File: src/rtl/kstg_pkg.sv
// ----------------------------------------------------------------------------
// kstg_pkg
// Shared types, request codes and constant tables of the keyed sine tone
// generator: the 64-entry sine table and four octaves of tone periods.
// ----------------------------------------------------------------------------
package kstg_pkg;

    localparam int SAMPLES_PER_CYCLE_DEF = 64;
    localparam int OCTAVE_COUNT_DEF      = 3;
    localparam int SONG_COUNT_DEF        = 4;

    localparam int KEY_COUNT   = 7;
    localparam int KEY_W       = 3;
    localparam int TONE_DEPTH  = 4 * KEY_COUNT;
    localparam int TONE_IDX_W  = $clog2(TONE_DEPTH);
    localparam int PERIOD_W    = 10;
    localparam int PERIOD_MAX  = (1 << PERIOD_W) - 1;
    localparam int SINE_DEPTH  = 64;
    localparam int SAMPLE_W    = 6;
    localparam int OCT_W       = 2;
    localparam int SONG_OUT_W  = 2;

    typedef logic [SAMPLE_W-1:0] t_sample;

    typedef enum logic [1:0] {
        REQ_TICK  = 2'd0,
        REQ_KEY   = 2'd1,
        REQ_MODE  = 2'd2,
        REQ_CYCLE = 2'd3
    } t_req;

    typedef struct packed {
        t_sample               dac_sample;
        logic                  sample_strobe;
        logic                  sounding;
        logic                  play_mode;
        logic [OCT_W-1:0]      octave_now;
        logic [SONG_OUT_W-1:0] song_now;
    } t_result;

    localparam t_sample SINE_ROM [SINE_DEPTH] = '{
        6'd32, 6'd35, 6'd38, 6'd41, 6'd44, 6'd47, 6'd49, 6'd52,
        6'd54, 6'd56, 6'd58, 6'd59, 6'd61, 6'd62, 6'd62, 6'd63,
        6'd63, 6'd63, 6'd62, 6'd62, 6'd61, 6'd59, 6'd58, 6'd56,
        6'd54, 6'd52, 6'd49, 6'd47, 6'd44, 6'd41, 6'd38, 6'd35,
        6'd32, 6'd29, 6'd26, 6'd23, 6'd20, 6'd17, 6'd15, 6'd12,
        6'd10, 6'd8,  6'd6,  6'd5,  6'd3,  6'd2,  6'd2,  6'd1,
        6'd1,  6'd1,  6'd2,  6'd2,  6'd3,  6'd5,  6'd6,  6'd8,
        6'd10, 6'd12, 6'd15, 6'd17, 6'd20, 6'd23, 6'd26, 6'd29
    };

    // full-wave periods in timer clocks, C through B, four octaves
    localparam int TONE_ROM [TONE_DEPTH] = '{
        30534 * 2, 27211 * 2, 24242 * 2, 22923 * 2, 20408 * 2, 18182 * 2, 16194 * 2,
        15289 * 2, 13621 * 2, 12135 * 2, 11454 * 2, 10204 * 2, 9091 * 2,  8099 * 2,
        7645 * 2,  6810 * 2,  6067 * 2,  5727 * 2,  5102 * 2,  4545 * 2,  4050 * 2,
        3822 * 2,  3405 * 2,  3034 * 2,  2863 * 2,  2551 * 2,  2273 * 2,  2025 * 2
    };

endpackage

File: src/rtl/keyed_sine_tone_generator_core.sv
// ----------------------------------------------------------------------------
// keyed_sine_tone_generator_core
// Seven-key piano tone generator with a table sine output, piano and
// auto-play modes, octave and song selection.
// ----------------------------------------------------------------------------
// The block takes one request per clock (tick, key update, mode button or
// cycle button) and returns exactly one result for each, registered in the
// result register or, while that is held, in the skid register. The whole
// state update is combinational between the request transfer and the result
// register, so a new request is accepted every clock as long as results are
// taken; the two-entry output stage keeps input ready independent of output
// ready, and input ready drops only when both entries are full.
module keyed_sine_tone_generator_core #(
    parameter int SAMPLES_PER_CYCLE = kstg_pkg::SAMPLES_PER_CYCLE_DEF,
    parameter int OCTAVE_COUNT      = kstg_pkg::OCTAVE_COUNT_DEF,
    parameter int SONG_COUNT        = kstg_pkg::SONG_COUNT_DEF
) (
    input  logic                            i_clk,
    input  logic                            i_rst_n,
    input  logic                            i_in_valid,
    output logic                            o_in_ready,
    input  logic [1:0]                      i_req_type,
    input  logic [kstg_pkg::KEY_COUNT-1:0]  i_keys_pressed,
    output logic                            o_out_valid,
    input  logic                            i_out_ready,
    output kstg_pkg::t_sample               o_dac_sample,
    output logic                            o_sample_strobe,
    output logic                            o_sounding,
    output logic                            o_play_mode,
    output logic [kstg_pkg::OCT_W-1:0]      o_octave_now,
    output logic [kstg_pkg::SONG_OUT_W-1:0] o_song_now
);
    import kstg_pkg::*;

    localparam int PHASE_W = $clog2(SAMPLES_PER_CYCLE);
    localparam int SONG_W  = (SONG_COUNT > 1) ? $clog2(SONG_COUNT) : 1;

    t_sample               w_wave_tbl   [SAMPLES_PER_CYCLE];
    logic [PERIOD_W-1:0]   w_period_tbl [TONE_DEPTH];

    logic [PHASE_W-1:0]    r_phase,  n_phase;
    logic [PERIOD_W-1:0]   r_count,  n_count;
    logic [PERIOD_W-1:0]   r_period, n_period;
    logic                  r_tone_on, n_tone_on;
    logic                  r_mode,   n_mode;
    logic [OCT_W-1:0]      r_octave, n_octave;
    logic [SONG_W-1:0]     r_song,   n_song;
    t_sample               r_dac,    n_dac;
    logic                  n_strobe;

    logic [KEY_W-1:0]      w_key;
    logic [TONE_IDX_W-1:0] w_tone_idx;
    logic [PHASE_W-1:0]    w_phase_inc;
    logic [PERIOD_W-1:0]   w_new_period;

    t_result               n_result;
    t_result               r_out;
    t_result               r_skid;
    logic                  r_out_valid;
    logic                  r_skid_valid;
    logic                  w_accept;
    logic                  w_take;

    for (genvar g = 0; g < SAMPLES_PER_CYCLE; g++) begin : g_wave
        localparam int IDX = (g * SINE_DEPTH) / SAMPLES_PER_CYCLE;
        assign w_wave_tbl[g] = SINE_ROM[IDX];
    end

    for (genvar g = 0; g < TONE_DEPTH; g++) begin : g_period
        localparam int P_RAW = TONE_ROM[g] / SAMPLES_PER_CYCLE;
        localparam int P_SAT = (P_RAW > PERIOD_MAX) ? PERIOD_MAX : P_RAW;
        assign w_period_tbl[g] = PERIOD_W'(P_SAT);
    end

    assign o_in_ready = !r_skid_valid;
    assign w_accept   = i_in_valid && o_in_ready;
    assign w_take     = r_out_valid && i_out_ready;

    always_comb begin
        w_key = '0;
        for (int k = KEY_COUNT - 1; k >= 0; k--) begin
            if (i_keys_pressed[k]) begin
                w_key = KEY_W'(k);
            end
        end
    end

    assign w_tone_idx   = TONE_IDX_W'(r_octave) * TONE_IDX_W'(KEY_COUNT)
                          + TONE_IDX_W'(w_key);
    assign w_new_period = w_period_tbl[w_tone_idx];
    assign w_phase_inc  = (r_phase == PHASE_W'(SAMPLES_PER_CYCLE - 1))
                          ? '0 : r_phase + 1'b1;

    always_comb begin
        n_phase   = r_phase;
        n_count   = r_count;
        n_period  = r_period;
        n_tone_on = r_tone_on;
        n_mode    = r_mode;
        n_octave  = r_octave;
        n_song    = r_song;
        n_dac     = r_dac;
        n_strobe  = 1'b0;
        unique case (t_req'(i_req_type))
            REQ_TICK: begin
                if (r_tone_on) begin
                    if (r_count <= PERIOD_W'(1)) begin
                        n_count  = r_period;
                        n_phase  = w_phase_inc;
                        n_dac    = w_wave_tbl[w_phase_inc];
                        n_strobe = 1'b1;
                    end else begin
                        n_count = r_count - 1'b1;
                    end
                end
            end
            REQ_KEY: begin
                if (!r_mode) begin
                    if (i_keys_pressed == '0) begin
                        n_tone_on = 1'b0;
                    end else begin
                        n_period  = w_new_period;
                        n_count   = w_new_period;
                        n_tone_on = 1'b1;
                    end
                end
            end
            REQ_MODE: begin
                n_mode = !r_mode;
                if (!r_mode) begin
                    n_octave = '0;
                    n_song   = '0;
                end else begin
                    n_tone_on = 1'b0;
                end
            end
            REQ_CYCLE: begin
                if (!r_mode) begin
                    n_octave = (r_octave == OCT_W'(OCTAVE_COUNT - 1))
                               ? '0 : r_octave + 1'b1;
                end else begin
                    n_octave = '0;
                    n_song   = (r_song == SONG_W'(SONG_COUNT - 1))
                               ? '0 : r_song + 1'b1;
                end
            end
            default: begin
                n_strobe = 1'b0;
            end
        endcase
    end

    always_comb begin
        n_result.dac_sample    = n_dac;
        n_result.sample_strobe = n_strobe;
        n_result.sounding      = n_tone_on;
        n_result.play_mode     = n_mode;
        n_result.octave_now    = n_octave;
        n_result.song_now      = SONG_OUT_W'(n_song);
    end

    always_ff @(posedge i_clk) begin
        if (!i_rst_n) begin
            r_phase   <= '0;
            r_count   <= '0;
            r_period  <= '0;
            r_tone_on <= 1'b0;
            r_mode    <= 1'b0;
            r_octave  <= '0;
            r_song    <= '0;
            r_dac     <= '0;
        end else if (w_accept) begin
            r_phase   <= n_phase;
            r_count   <= n_count;
            r_period  <= n_period;
            r_tone_on <= n_tone_on;
            r_mode    <= n_mode;
            r_octave  <= n_octave;
            r_song    <= n_song;
            r_dac     <= n_dac;
        end
    end

    always_ff @(posedge i_clk) begin
        if (!i_rst_n) begin
            r_out_valid  <= 1'b0;
            r_skid_valid <= 1'b0;
        end else begin
            if (w_take) begin
                if (r_skid_valid) begin
                    r_skid_valid <= 1'b0;
                end else begin
                    r_out_valid <= w_accept;
                end
            end else if (!r_out_valid) begin
                r_out_valid <= w_accept;
            end else if (w_accept) begin
                r_skid_valid <= 1'b1;
            end
        end
    end

    always_ff @(posedge i_clk) begin
        if (w_take) begin
            if (r_skid_valid) begin
                r_out <= r_skid;
            end else if (w_accept) begin
                r_out <= n_result;
            end
        end else if (!r_out_valid) begin
            if (w_accept) begin
                r_out <= n_result;
            end
        end else if (w_accept) begin
            r_skid <= n_result;
        end
    end

    assign o_out_valid     = r_out_valid;
    assign o_dac_sample    = r_out.dac_sample;
    assign o_sample_strobe = r_out.sample_strobe;
    assign o_sounding      = r_out.sounding;
    assign o_play_mode     = r_out.play_mode;
    assign o_octave_now    = r_out.octave_now;
    assign o_song_now      = r_out.song_now;

endmodule
File: config.mk
export PLATFORM = sky130hd
export DESIGN_NAME = keyed_sine_tone_generator_core
export DESIGN_NICKNAME = d
export VERILOG_FILES = /design/src/rtl/kstg_pkg.sv /design/src/rtl/keyed_sine_tone_generator_core.sv
export SDC_FILE = /design/constraint.sdc
export NUM_CORES = 1
export LEC_CHECK = 0
export BUFFER_PORTS_ARGS = -buffer_cell sky130_fd_sc_hd__buf_2
export CAP_MARGIN = 5
export CORE_MARGIN = 8
export CORE_UTILIZATION = 55
export DETAILED_ROUTE_END_ITERATION = 7
export PLACE_DENSITY = 0.73
export SYNTH_ARGS = -nofsm -noshare
export SYNTH_HDL_FRONTEND = slang
export SYNTH_SLANG_ARGS = --single-unit
File: constraint.sdc
create_clock -name i_clk -period 3.6 [get_ports i_clk]
set_input_delay 0 -clock i_clk [delete_from_list [all_inputs] [get_ports i_clk]]
set_output_delay 0 -clock i_clk [all_outputs]
set_load 0.02 [all_outputs]
# --- After elaboration in Yosys (flattened, before gate mapping) ---
# Memory sizes are Yosys's and may differ from the RTL's.
# Index checks and enable logic that the tools add are counted.
op_classes:
  n_bitwise: 6
  n_mux: 43
  div: 0
  n_addsub: 5
  n_shift: 0
  n_eq_ne: 11
  multipliers: 1
  reduce_logical: 13
  magnitude_cmp: 3
op_table:
  columns: ["operator", "n"]
  rows:
  - ["2-to-1 mux 10 bit", 6]
  - ["2-to-1 mux 13 bit", 4]
  - ["2-to-1 mux 6 bit", 6]
  - ["2-to-1 mux 3 bit", 7]
  - ["case mux 10 bit (2 select lines)", 1]
  - ["2-to-1 mux 2 bit", 6]
  - ["<= comparator 10 x 1 -> 1 bit, second input constant", 1]
  - ["2-to-1 mux 1 bit", 10]
  - ["subtractor 10 x 1 -> 10 bit, second input constant", 1]
  - ["== test 2 bit, second input constant", 4]
  - ["inequality test 2 bit, second input constant", 4]
  - ["case mux 2 bit (2 select lines)", 2]
  - ["AND reduction 4 bit", 2]
  - ["greater-or-equal comparator 7 bit, second input constant", 1]
  - ["zero test 7 bit", 1]
  - ["NOT 6 -> 7 bit", 1]
  - ["adder 6 x 1 -> 6 bit, second input constant", 1]
  - ["== test 6 bit, second input constant", 1]
  - ["greater-or-equal comparator 6 bit, second input constant", 1]
  - ["NOT 5 -> 6 bit", 1]
  - ["adder 5 x 3 -> 5 bit", 1]
  - ["multiplier 2 x 3 -> 5 bit, second input constant", 1]
  - ["AND reduction 5 bit", 1]
  - ["adder 2 x 1 -> 2 bit, second input constant", 2]
  - ["other kinds (11)", 16]
word_totals:
  register_bits: 66
  latchBits: 0
  n_memories: 2
  word_cells: 106
  out_inout_bits: 15
  inputBits: 13
  romBits: 704
  mem_bits_rw: 0
memory_table:
  columns: ["memory", "words", "width", "rd", "rd_clocked_by_memory_dff", "wr", "line_no", "rtl"]
  rows:
  - ["(name not given)", 64, 6, 1, 0, 0, "keyed_sine_tone_generator_core.sv:110", "n_dac = w_wave_tbl[w_phase_inc];"]
  - ["(name not given)", 32, 10, 1, 0, 0, "keyed_sine_tone_generator_core.sv:90", "assign w_new_period = w_period_tbl[w_tone_idx];"]

# --- Depth between registers and ports, before layout ---
# Gate-level depths: netlist of run 1.
depth:
  depth_word: 15
  mapped_depth: 17
  depth_no_buf: 16

# --- Worst setup path after synthesis of run 1 ---
# OpenSTA, ideal clock, no wires.
synth_path:
  path_kind: "reg-to-reg"
  startpoint: "register r_octave[0]"
  endpoint: "register r_period[5]"
  setup_ns: 0.128
  stages_incl_launch_ff: 14
  period_less_slack_ns: 2.946
  arrival_ns: 2.818
  setup_slack_ns: 0.654
  required_ns: 3.472
  path_buffers: 2
  path_cell_list: "dfxtp_1 -> inv_1 -> fa_1 -> inv_1 -> ha_1 -> inv_1 -> fa_1 -> clkbuf_1 -> clkbuf_1 -> nor2_1 -> a311oi_1 -> a21oi_1 -> mux2i_1 -> nor2_1"
synth_between:
  elab_chain_cells: 6
synth_rtl:
  columns: ["item", "line_no", "rtl"]
  rows:
  - ["start, declared", "keyed_sine_tone_generator_core.sv:46", "logic [OCT_W-1:0] r_octave, n_octave;"]
  - ["start signal, assigned", "keyed_sine_tone_generator_core.sv:178", "r_octave <= n_octave;"]
  - ["multiplier 2 x 3 -> 5 bit", "keyed_sine_tone_generator_core.sv:88", "assign w_tone_idx = TONE_IDX_W'(r_octave) * TONE_IDX_W'(KEY_COUNT)"]
  - ["adder 5 x 3 -> 5 bit", "keyed_sine_tone_generator_core.sv:89", "+ TONE_IDX_W'(w_key);"]
  - ["NOT 5 -> 6 bit (not written as such)", "keyed_sine_tone_generator_core.sv:90", null]
  - ["memory (32 x 10 bit)", null, null]
  - ["2-to-1 mux 10 bit (not written as such) (2 in a row)", "keyed_sine_tone_generator_core.sv:90", null]
  - ["end signal, assigned", "keyed_sine_tone_generator_core.sv:175", "r_period <= n_period;"]
  - ["end, declared", "keyed_sine_tone_generator_core.sv:43", "logic [PERIOD_W-1:0] r_period, n_period;"]
# Every way passes these cells. The select of a mux whose other input is x is not followed.
# A chain may end at the register's enable or synchronous reset.

# --- Final worst setup path of run 1 ---
layout_path:
  startpoint: "register r_octave[0]"
  endpoint: "register r_count[8]"
layout_between:
  elab_chain_cells: 9
layout_rtl:
  columns: ["item", "line_no", "rtl"]
  rows:
  - ["multiplier 2 x 3 -> 5 bit", "keyed_sine_tone_generator_core.sv:88", null]
  - ["adder 5 x 3 -> 5 bit", "keyed_sine_tone_generator_core.sv:89", null]
  - ["NOT 5 -> 6 bit (not written as such)", "keyed_sine_tone_generator_core.sv:90", null]
  - ["memory (32 x 10 bit)", null, null]
  - ["2-to-1 mux 10 bit (not written as such) (2 in a row)", "keyed_sine_tone_generator_core.sv:90", null]
  - ["2-to-1 mux 10 bit", "keyed_sine_tone_generator_core.sv:119", "if (i_keys_pressed == '0) begin"]
  - ["2-to-1 mux 10 bit", "keyed_sine_tone_generator_core.sv:118", "if (!r_mode) begin"]
  - ["case mux 10 bit (2 select lines)", "keyed_sine_tone_generator_core.sv:104", "unique case (t_req'(i_req_type))"]
  - ["end signal, assigned", "keyed_sine_tone_generator_core.sv:174", "r_count <= n_count;"]
  - ["end, declared", "keyed_sine_tone_generator_core.sv:42", "logic [PERIOD_W-1:0] r_count, n_count;"]
# Every way passes these cells. The select of a mux whose other input is x is not followed.

==> results of run 1 <==
## cell type report
cell class	count	area [um^2]	share of cell area, %
multi-input cells	488	3136	57.12
inverters	33	125.1	2.279
clock buffers	15	197.7	3.602
well taps	111	138.9	2.530
flip-flops and latches	66	1582	28.81
clock inverters	1	5.005	0.09118
repair buffers	49	305.3	5.562
## sequential cells by signal (all words and copies together) (netlist names)
register         flops
r_period            10
o_dac_sample         6
o_sounding           1
o_song_now           2
o_play_mode          1
r_song               2
r_tone_on            1
r_dac                6
r_skid              13
o_out_valid          1
r_mode               1
r_count             10
r_skid_valid         1
r_phase              6
o_sample_strobe      1
r_octave             2
o_octave_now         2
## layout by cell type, fill, tap and decap left out, types with 17 or more instances in the layout
cell type,Yosys,final
buf_4,2,20
o21ai_0,45,45
edfxtp_1,26,26
inv_1,30,30
a21oi_1,57,57
nor2_1,71,71
nand2_1,61,61
a211oi_1,17,17
dfxtp_1,40,40
buf_2,8,27
ha_1,31,31
## kinds of logic (layout without fill, tap and decap cells)
| group | count (synthesis) | after routing | share of synthesized area [%] |
|---|---|---|---|
| compound gates | 206 | 206 | 26.29 |
| simple gates | 218 | 218 | 20.74 |
| flops | 66 | 66 | 31.29 |
| buf+inv | 77 | 98 | 6.683 |
| xor+xnor | 15 | 15 | 3.119 |
| mux | 15 | 15 | 3.020 |
| fa+ha+maj | 34 | 34 | 8.861 |
## metal layers
layer / share of wire, % / vias up
li1: - / 2333
met4: 0.97 / 0
met3: 5.2 / 12
met2: 45 / 129
met1: 49 / 2222
met5: 0 / -
## worst paths after layout
path	endpoint	slack, ns	depth (start not counted)
worst max-delay path	r_count[8]	0.39	11
worst min-delay path	r_tone_on	0.09	3
worst max register to register	r_count[8]	0.39	11
worst min register to register	r_dac[0]	0.46	2
## per-stage QoR
step,worst slack (ns),total power [mW]
final,0.3862,2.118
after global routing,0.1988,2.229
after CTS,0.4171,2.120
after detailed placement,0.4561,1.480
after global placement,0.5260,1.466
after floorplan,0.6541,1.326
## critical path, stage by stage, from the launching register on
cell and delay, ns:
dfxtp_1 0.45, inv_1 0.13, fa_1 0.56, inv_1 0.04
ha_1 0.20, inv_1 0.07, fa_1 0.43, inv_1 0.19
ha_1 0.27, a211oi_1 0.40, a21oi_1 0.13, a211oi_1 0.23
## power breakdown
| group | internal, mW | total, mW | leakage (nW) | switching [mW] |
|---|---|---|---|---|
| Clock | 0.349 | 0.646 | 0.105 | 0.296 |
| Combinational | 0.238 | 0.607 | 1.44 | 0.368 |
| Sequential | 0.830 | 0.866 | 0.590 | 0.0359 |
## cell usage after synthesis, drive strengths merged (2+ instances only)
| master | number | area [um^2] |
|---|---|---|
| a211o | 4 | 35.03 |
| a22o | 4 | 35.03 |
| o21ai | 45 | 225.2 |
| mux2 | 2 | 22.52 |
| dfxtp | 40 | 800.8 |
| nand2 | 61 | 229.0 |
| o31a | 2 | 17.52 |
| o31ai | 10 | 75.07 |
| and3 | 6 | 47.54 |
| inv | 30 | 112.6 |
| o211ai | 8 | 60.06 |
| edfxtp | 26 | 780.8 |
| o311a | 2 | 20.02 |
| nand2b | 7 | 43.79 |
| nor4 | 4 | 46.29 |
| a311oi | 8 | 70.07 |
| nand4 | 5 | 31.28 |
| fa | 3 | 60.06 |
| and2 | 3 | 18.77 |
| clkbuf | 28 | 105.1 |
| a31oi | 12 | 75.07 |
| ha | 31 | 387.9 |
| clkinv | 3 | 12.51 |
| or3 | 8 | 50.05 |
| o22ai | 14 | 87.58 |
| xor2 | 5 | 43.79 |
| nor2 | 73 | 279.0 |
| mux2i | 13 | 130.1 |
| or4 | 2 | 18.77 |
| o221ai | 5 | 43.79 |
| o21a | 2 | 15.01 |
| a2111oi | 2 | 18.77 |
| nor2b | 11 | 68.82 |
| xnor2 | 10 | 113.9 |
| nor3b | 3 | 22.52 |
| or2 | 4 | 25.03 |
| o211a | 3 | 30.03 |
| buf | 16 | 107.6 |
| nand3 | 15 | 80.08 |
| a21oi | 57 | 285.3 |
| nor3 | 15 | 80.08 |
| a211oi | 17 | 127.6 |
==> impl_metrics.tcl, run 1 <==
set metrics [dict create \
    via_per_inst 6.155 \
    fin_util_pct 60.55 \
    p_per_area_nw_per_um2 385.8 \
    clkLatencyLatePin_ns 0.34 \
    period_share_pct 89.27 \
    drive_gt1_share_pct 12.27 \
    relSlewSlack_pct 39.40 \
    fmax_mhz 311.2 \
    vias 4696 \
    r2r-start "r_octave[0]" \
    routed_wl_mm 13.07 \
    fillers 783 \
    htree_levels 3 \
    dpl_cell_area_um2 5266 \
    grt_overflow 0 \
    hold_path_class "in -> reg" \
    synth_enable_flop_cells 26 \
    hold_slack_ns 0.08595 \
    cp.arrival_ns 3.43 \
    postRouteAntennaNets 0 \
    cts_setup_buffers 0 \
    p_leak_nw 2.133 \
    clock_path_buffers 2 \
    min_from "i_rst_n" \
    detail_route.wl_per_cell_um 17.13 \
    die_y_um 111.9 \
    met2_usage_pct 32.92 \
    antenna_found_initial 0 \
    setup_violations 0 \
    areaGrowthSynthToFinish_pct 8.589 \
    synthCells 631 \
    cp-end-kind "flop" \
    placed_cells 745 \
    die_area_um2 12510 \
    syn-num-nets 678 \
    worst_pin_slew_ns 0.9034 \
    finalHoldViolCount 0 \
    ys.flop_type "dfxtp_1" \
    cts_buffers 9 \
    use_met1_pct 28.11 \
    cts_resized 0 \
    rsz0062_at_grt "no" \
    holdBufCountCts 2 \
    async_flop_share_pct 0 \
    root_buffer "clkbuf_8" \
    core_area_um2 9065 \
    ys_ff_latch 66 \
    first_pass_iters 5 \
    placementRows 35 \
    start_util_pct 55.76 \
    drcViolationCount 0 \
    crit_path_max_fanout 6 \
    yosysUniqueCellTypes 69 \
    drt_iter0_drc 416 \
    track_usage_pct 20.61 \
    syn_area_um2 5055 \
    clock-sinks 66 \
    crit_required_ns 3.82 \
    crit_type "reg -> reg" \
    ys_seq_area_share_pct 31.29 \
    grt_start_max_net_pins 33 \
    yosysWarnings 0 \
    fin_nets 694 \
    ir_worst_vdd_v 0.0002157 \
    min_period_ns 3.214 \
    finClkSkew_ns 0.01530 \
    place_hpwl_mm 9.374 \
    grt_use_met3_pct 3.517 \
    grt_pass1_vias 4414 \
    max_cap_viol_count 0 \
    fin_setup_tns_ns 0 \
    clk_pin_slew_ns 0.08 \
    grt_pass1_wl_mm 21.82 \
    startpoint_type "flop" \
    gp_congestion 0.9381 \
    crit_start "r_octave[0]" \
    slew_viol_final 0 \
    die_w_um 111.9 \
    cts_tree "done" \
    post-route-cell-area_um2 5489 \
    ioPinCount 28 \
    busiest_layer "met2" \
    fin_cells 763 \
    outcome "finished clean" \
    io_buffers 27 \
    diodes 0 \
    synth.avg_cell_area_um2 8.011 \
]
Power figures use the tool's default switching activity.
==> inputs of run 2 (changes only) <==
Settings changed: BUFFER_PORTS_ARGS -buffer_cell sky130_fd_sc_hd__buf_2 to not set, CORE_ASPECT_RATIO set to 0.8, DONT_BUFFER_PORTS set to 1, PLACE_DENSITY 0.73 to 0.7.
==> run 2 against run 1 <==
Power is 16% higher. Hold slack better by 0.076 ns. Critical path depth is 2 higher. Cell count is 3.4% lower. Clock skew is 0.0085 ns lower. Routed wire length hardly changed. First-iteration DRC count is 20% higher. Sequential share of layout area hardly changed. Clock-buffer cell count is 5 lower. Maximum frequency is 2.0% higher. Largest cell class unchanged. Largest power group is now the clock network.
==> impl_metrics.tcl, run 2 (synthesis gave the netlist of run 1 again) <==
set metrics [dict create \
    crit_required_ns 3.79 \
    crit_path_top_delay_cell "fa_1" \
    cp_num_buf_inv 4 \
    ir_worst_vdd_v 0.0003469 \
    rsz0062_at_grt "no" \
    core_area_um2 8999 \
    io_buffers 0 \
    clock_path_buffers 2 \
    multiInputGateArea_um2 3136 \
    die_area_um2 12530 \
    hold_path_class "in -> reg" \
    htree_levels 3 \
    placementRows 31 \
    placed_cells 718 \
    root_buffer "clkbuf_16" \
    setup_violations 0 \
    period_share_pct 87.56 \
    clkLatencyLatePin_ns 0.34 \
    largest_reg_flops 13 \
    first_pass_iters 5 \
    startpoint_type "flop" \
    min_period_ns 3.152 \
    antenna_found_initial 0 \
    track_usage_pct 21.56 \
    areaGrowthSynthToFinish_pct 8.639 \
    diodes 0 \
    mostFrequentLayoutCell "nor2_1" \
    grt_start_max_net_pins 28 \
    layout_common_cells "nor2_1 (71), nand2_1 (61), a21oi_1 (57), o21ai_0 (45), dfxtp_1 (40)" \
    place_hpwl_mm 9.266 \
    relSlewSlack_pct 38.03 \
    drcViolationCount 0 \
    finalHoldViolCount 0 \
    crit_type "reg -> reg" \
    detail_route.wl_per_cell_um 17.74 \
    cts_tree "done" \
    seq_area_um2 1582 \
    clock-sinks 66 \
    outcome "finished clean" \
    fin_setup_tns_ns 0 \
    cts_setup_buffers 0 \
    worst_pin_slew_ns 0.9238 \
    cp_top_family "adder cells" \
    start_util_pct 56.17 \
    slew_viol_final 0 \
    cts_buffers 9 \
    ioPinCount 28 \
    critPathMaxStageDelay_ns 0.51 \
    grt_pass1_wl_mm 21.86 \
    via_per_inst 6.303 \
    clk_pin_slew_ns 0.06 \
    p_per_area_nw_per_um2 447.8 \
    finClkSkew_ns 0.006784 \
    die_y_um 101.7 \
    p_leak_nw 2.064 \
    grt_overflow 0 \
    fin_nets 664 \
    crit_path_max_fanout 12 \
    die_w_um 123.2 \
    max_cap_viol_count 0 \
    crit_top_cell "inv_1" \
    grt_pass1_vias 4326 \
    largest-register "r_skid" \
    drive_gt1_share_pct 8.039 \
    routed_wl_mm 13.07 \
    postRouteAntennaNets 0 \
    cp.arrival_ns 3.35 \
    cp-end-kind "flop" \
    path_cells "inv_1 -> fa_1 -> inv_1 -> ha_1 -> inv_1 -> fa_1 -> xor2_1 -> buf_4 -> nor2_1 -> o21ai_0 -> a22o_1 -> a21oi_1 -> a21oi_1" \
    fillers 812 \
    fmax_mhz 317.2 \
    fin_cells 737 \
    reg.largest.list "r_skid: 13 flops, r_count: 10 flops, r_period: 10 flops" \
    gp_congestion 0.9270 \
    vias 4645 \
    drt_iter0_drc 498 \
]
[run 2: cell types whose count changed in the layout (fill, tap and decap cells not counted), moves of 2 or more]
cell	delta
clkbuf_16	+8
buf_4	-5
clkbuf_8	-12
bufinv_16	+3
buf_2	-27
clkinvlp_4	+2
[run 2: worst paths after layout]
kind / start / end / cells after the start / slack (ns)
worst max-delay path: r_octave[0] / r_count[4] / 13 / 0.45
worst min-delay path: i_out_ready / o_out_valid / 2 / 0.16
worst max register to register: r_octave[0] / r_count[4] / 13 / 0.45
worst min register to register: r_dac[0] / r_dac[0] / 2 / 0.47
[run 2: timing repair]
action,4_1_cts,5_1_grt
resized for setup,0,0
hold buffers,3,0
endpoints found under the hold margin,14,0
[run 2: per-layer routing]
metal | vias up | GRT usage, % | part of all wire (%)
li1 | 2271 | - | -
met1 | 2189 | 30.03 | 48
met2 | 164 | 31.37 | 43
met3 | 21 | 6.072 | 7.6
met4 | 0 | 6.833 | 1.4
met5 | - | 0 | 0
[run 2: through the flow]
stage | hold slack, ns | total power, mW | setup WS, ns | area [um^2] | util [%]
after floorplan | 0.1003 | 1.326 | 0.6541 | 5055 | -
after global placement | 0.1035 | 1.432 | 0.5979 | 5119 | 56.88
after detailed placement | 0.1168 | 1.446 | 0.5046 | 5119 | 56.88
after CTS | 0.1465 | 2.465 | 0.4497 | 5492 | 61.03
after global routing | 0.1887 | 2.585 | 0.2153 | 5492 | 61.03
final | 0.1615 | 2.459 | 0.4477 | 5492 | 61.03
[run 2: cell type report]
cell class,instances,area share (%)
inverters,33,2.278
flip-flops and latches,66,28.80
clock inverters,6,2.073
clock buffers,10,4.170
multi-input cells,488,57.10
repair buffers,19,2.962
well taps,115,2.620
[run 2: where the power goes]
| part | switching (mW) | internal, mW | leakage [nW] |
|---|---|---|---|
| logic | 0.320 | 0.218 | 1.31 |
| registers | 0.0714 | 0.833 | 0.590 |
| clock network | 0.338 | 0.679 | 0.159 |
| total | 0.730 | 1.73 | 2.06 |
==> inputs of run 3 (changes only) <==
Settings changed: PLACE_DENSITY 0.7 to 0.71.
==> run 3 against run 2 <==
Utilization about the same. Design area about the same. Sequential power about the same. Die area unchanged. Sequential share of layout area about the same. Hold slack worse by 0.075 ns. Register-to-register slack worse by 0.02 ns.
==> impl_metrics.tcl, run 3 (synthesis gave the netlist of run 1 again) <==
set metrics [dict create \
    max_cap_viol_count 0 \
    place_hpwl_mm 9.688 \
    worst_pin_slew_ns 0.9267 \
    routed_wl_mm 13.76 \
    r2r_setup_slack_ns 0.43 \
    hold_depth 4 \
    track_usage_pct 22.56 \
    rsz0062_at_grt "no" \
    drcViolationCount 0 \
    period_share_pct 88.17 \
    vias 4770 \
    setup_slack_ns 0.4258 \
    cts_tree "done" \
    root_buffer "clkbuf_16" \
    placed_cells 719 \
    die_area_um2 12530 \
    relSlewSlack_pct 37.84 \
    timing.rr.end "r_count[3]" \
    io_buffers 0 \
    largest-register "r_skid" \
    reg.largest.list "r_skid: 13 flops, r_count: 10 flops, r_period: 10 flops" \
    drt_iter0_drc 460 \
    via_per_inst 6.463 \
    fin_nets 665 \
    min_to "r_dac[0]" \
    cp-end-kind "flop" \
    diodes 0 \
    use_met1_pct 31.85 \
    hold_slack_ns 0.08681 \
    detail_route.wl_per_cell_um 18.65 \
    mostFrequentLayoutCell "nor2_1" \
    grt_overflow 0 \
    finalHoldViolCount 0 \
    ir_worst_vdd_v 0.0003521 \
    grt_use_met3_pct 7.075 \
    clock-sinks 66 \
    reg2reg_depth 11 \
    largest_reg_flops 13 \
    start_util_pct 56.17 \
    first_pass_iters 6 \
    crit_required_ns 3.79 \
    r2r-start "r_octave[0]" \
    layout_common_cells "nor2_1 (71), nand2_1 (61), a21oi_1 (57), o21ai_0 (45), dfxtp_1 (40)" \
    crit_type "reg -> reg" \
    die_w_um 123.2 \
    busiest_layer "met2" \
    slew_viol_final 0 \
    min_period_ns 3.174 \
    finClkSkew_ns 0.006148 \
    fin_util_pct 60.98 \
    fin_setup_tns_ns 0 \
    postRouteAntennaNets 0 \
    cts_buffers 9 \
    cp.arrival_ns 3.36 \
    preCtsSetupSlack_ns 0.4751 \
    p_leak_nw 2.071 \
    crit_path_max_fanout 10 \
    p_per_area_nw_per_um2 449.7 \
    grt_pass1_wl_mm 22.40 \
    areaGrowthSynthToFinish_pct 8.564 \
    ioPinCount 28 \
    fin_cells 738 \
    min_from "i_in_valid" \
    cts_setup_buffers 0 \
    htree_levels 3 \
    grt_pass1_vias 4302 \
    drive_gt1_share_pct 8.186 \
    startpoint_type "flop" \
    antenna_found_initial 0 \
    clkLatencyLatePin_ns 0.34 \
    clock_path_buffers 2 \
    placementRows 31 \
    die_y_um 101.7 \
    setup_violations 0 \
    met2_usage_pct 32.82 \
    outcome "finished clean" \
    grt_start_max_net_pins 28 \
    gp_congestion 0.9922 \
    fmax_mhz 315.0 \
    hold_path_class "in -> reg" \
    clk_pin_slew_ns 0.06 \
    core_area_um2 8999 \
]
[run 3: cell count changes in the layout (fill, tap and decap cells not counted)]
cell        before  now
buf_12           1    0
clkinvlp_4       2    1
clkinv_4         0    2
buf_4           15   17
inv_6            1    0
[run 3: routing by layer]
layer	up-vias	routed length, um
li1	2272	-
met1	2269	6478
met2	218	5936
met3	11	1242
met4	0	106
met5	-	0
[run 3: repair_timing]
item	CTS	global route
endpoints found under the hold margin	14	0
hold buffers	3	0
resized for setup	0	0
[run 3: where the power goes]
part	internal, mW	switching (mW)
combinational	0.219	0.331
sequential	0.833	0.0723
clock	0.679	0.334
[run 3: per-stage QoR]
| step | total power, mW | instance area [um^2] |
|---|---|---|
| global placement | 1.437 | 5114 |
| floorplan | 1.326 | 5055 |
| finish | 2.468 | 5488 |
| global route | 2.591 | 5488 |
| detailed placement | 1.450 | 5114 |
| CTS | 2.472 | 5488 |
[run 3: area by class of cell]
| cell class | instances | area [um^2] |
|---|---|---|
| multi-input combinational | 488 | 3136 |
| inverter | 33 | 125.1 |
| clock buffer | 10 | 229.0 |
| fill | 790 | 3511 |
| sequential | 66 | 1582 |
| tap | 115 | 143.9 |
| clock inverter | 6 | 115.1 |
| timing repair buffer | 20 | 157.7 |
[run 3: worst max path at each step]
stage / startpoint / to / slack (ns) / cells after the start
2_1_floorplan: r_octave[0] / r_period[5] / 0.65 / 13
3_3_place_gp: r_octave[0] / r_count[8] / 0.51 / 11
3_5_place_dp: r_octave[0] / r_count[2] / 0.48 / 12
4_1_cts: r_octave[0] / r_count[3] / 0.45 / 11
5_1_grt: r_octave[0] / r_count[2] / 0.15 / 12
6_report: r_octave[0] / r_count[3] / 0.43 / 11
[run 3: worst max-delay path, cell delays in order, from the launching register on]
cell	delay (ns)
dfxtp_1	0.43
inv_1	0.13
fa_1	0.56
inv_1	0.05
ha_1	0.50
inv_1	0.16
ha_1	0.36
nor3_1	0.20
a21oi_1	0.06
mux2_2	0.29
a21oi_1	0.18
o22ai_1	0.12
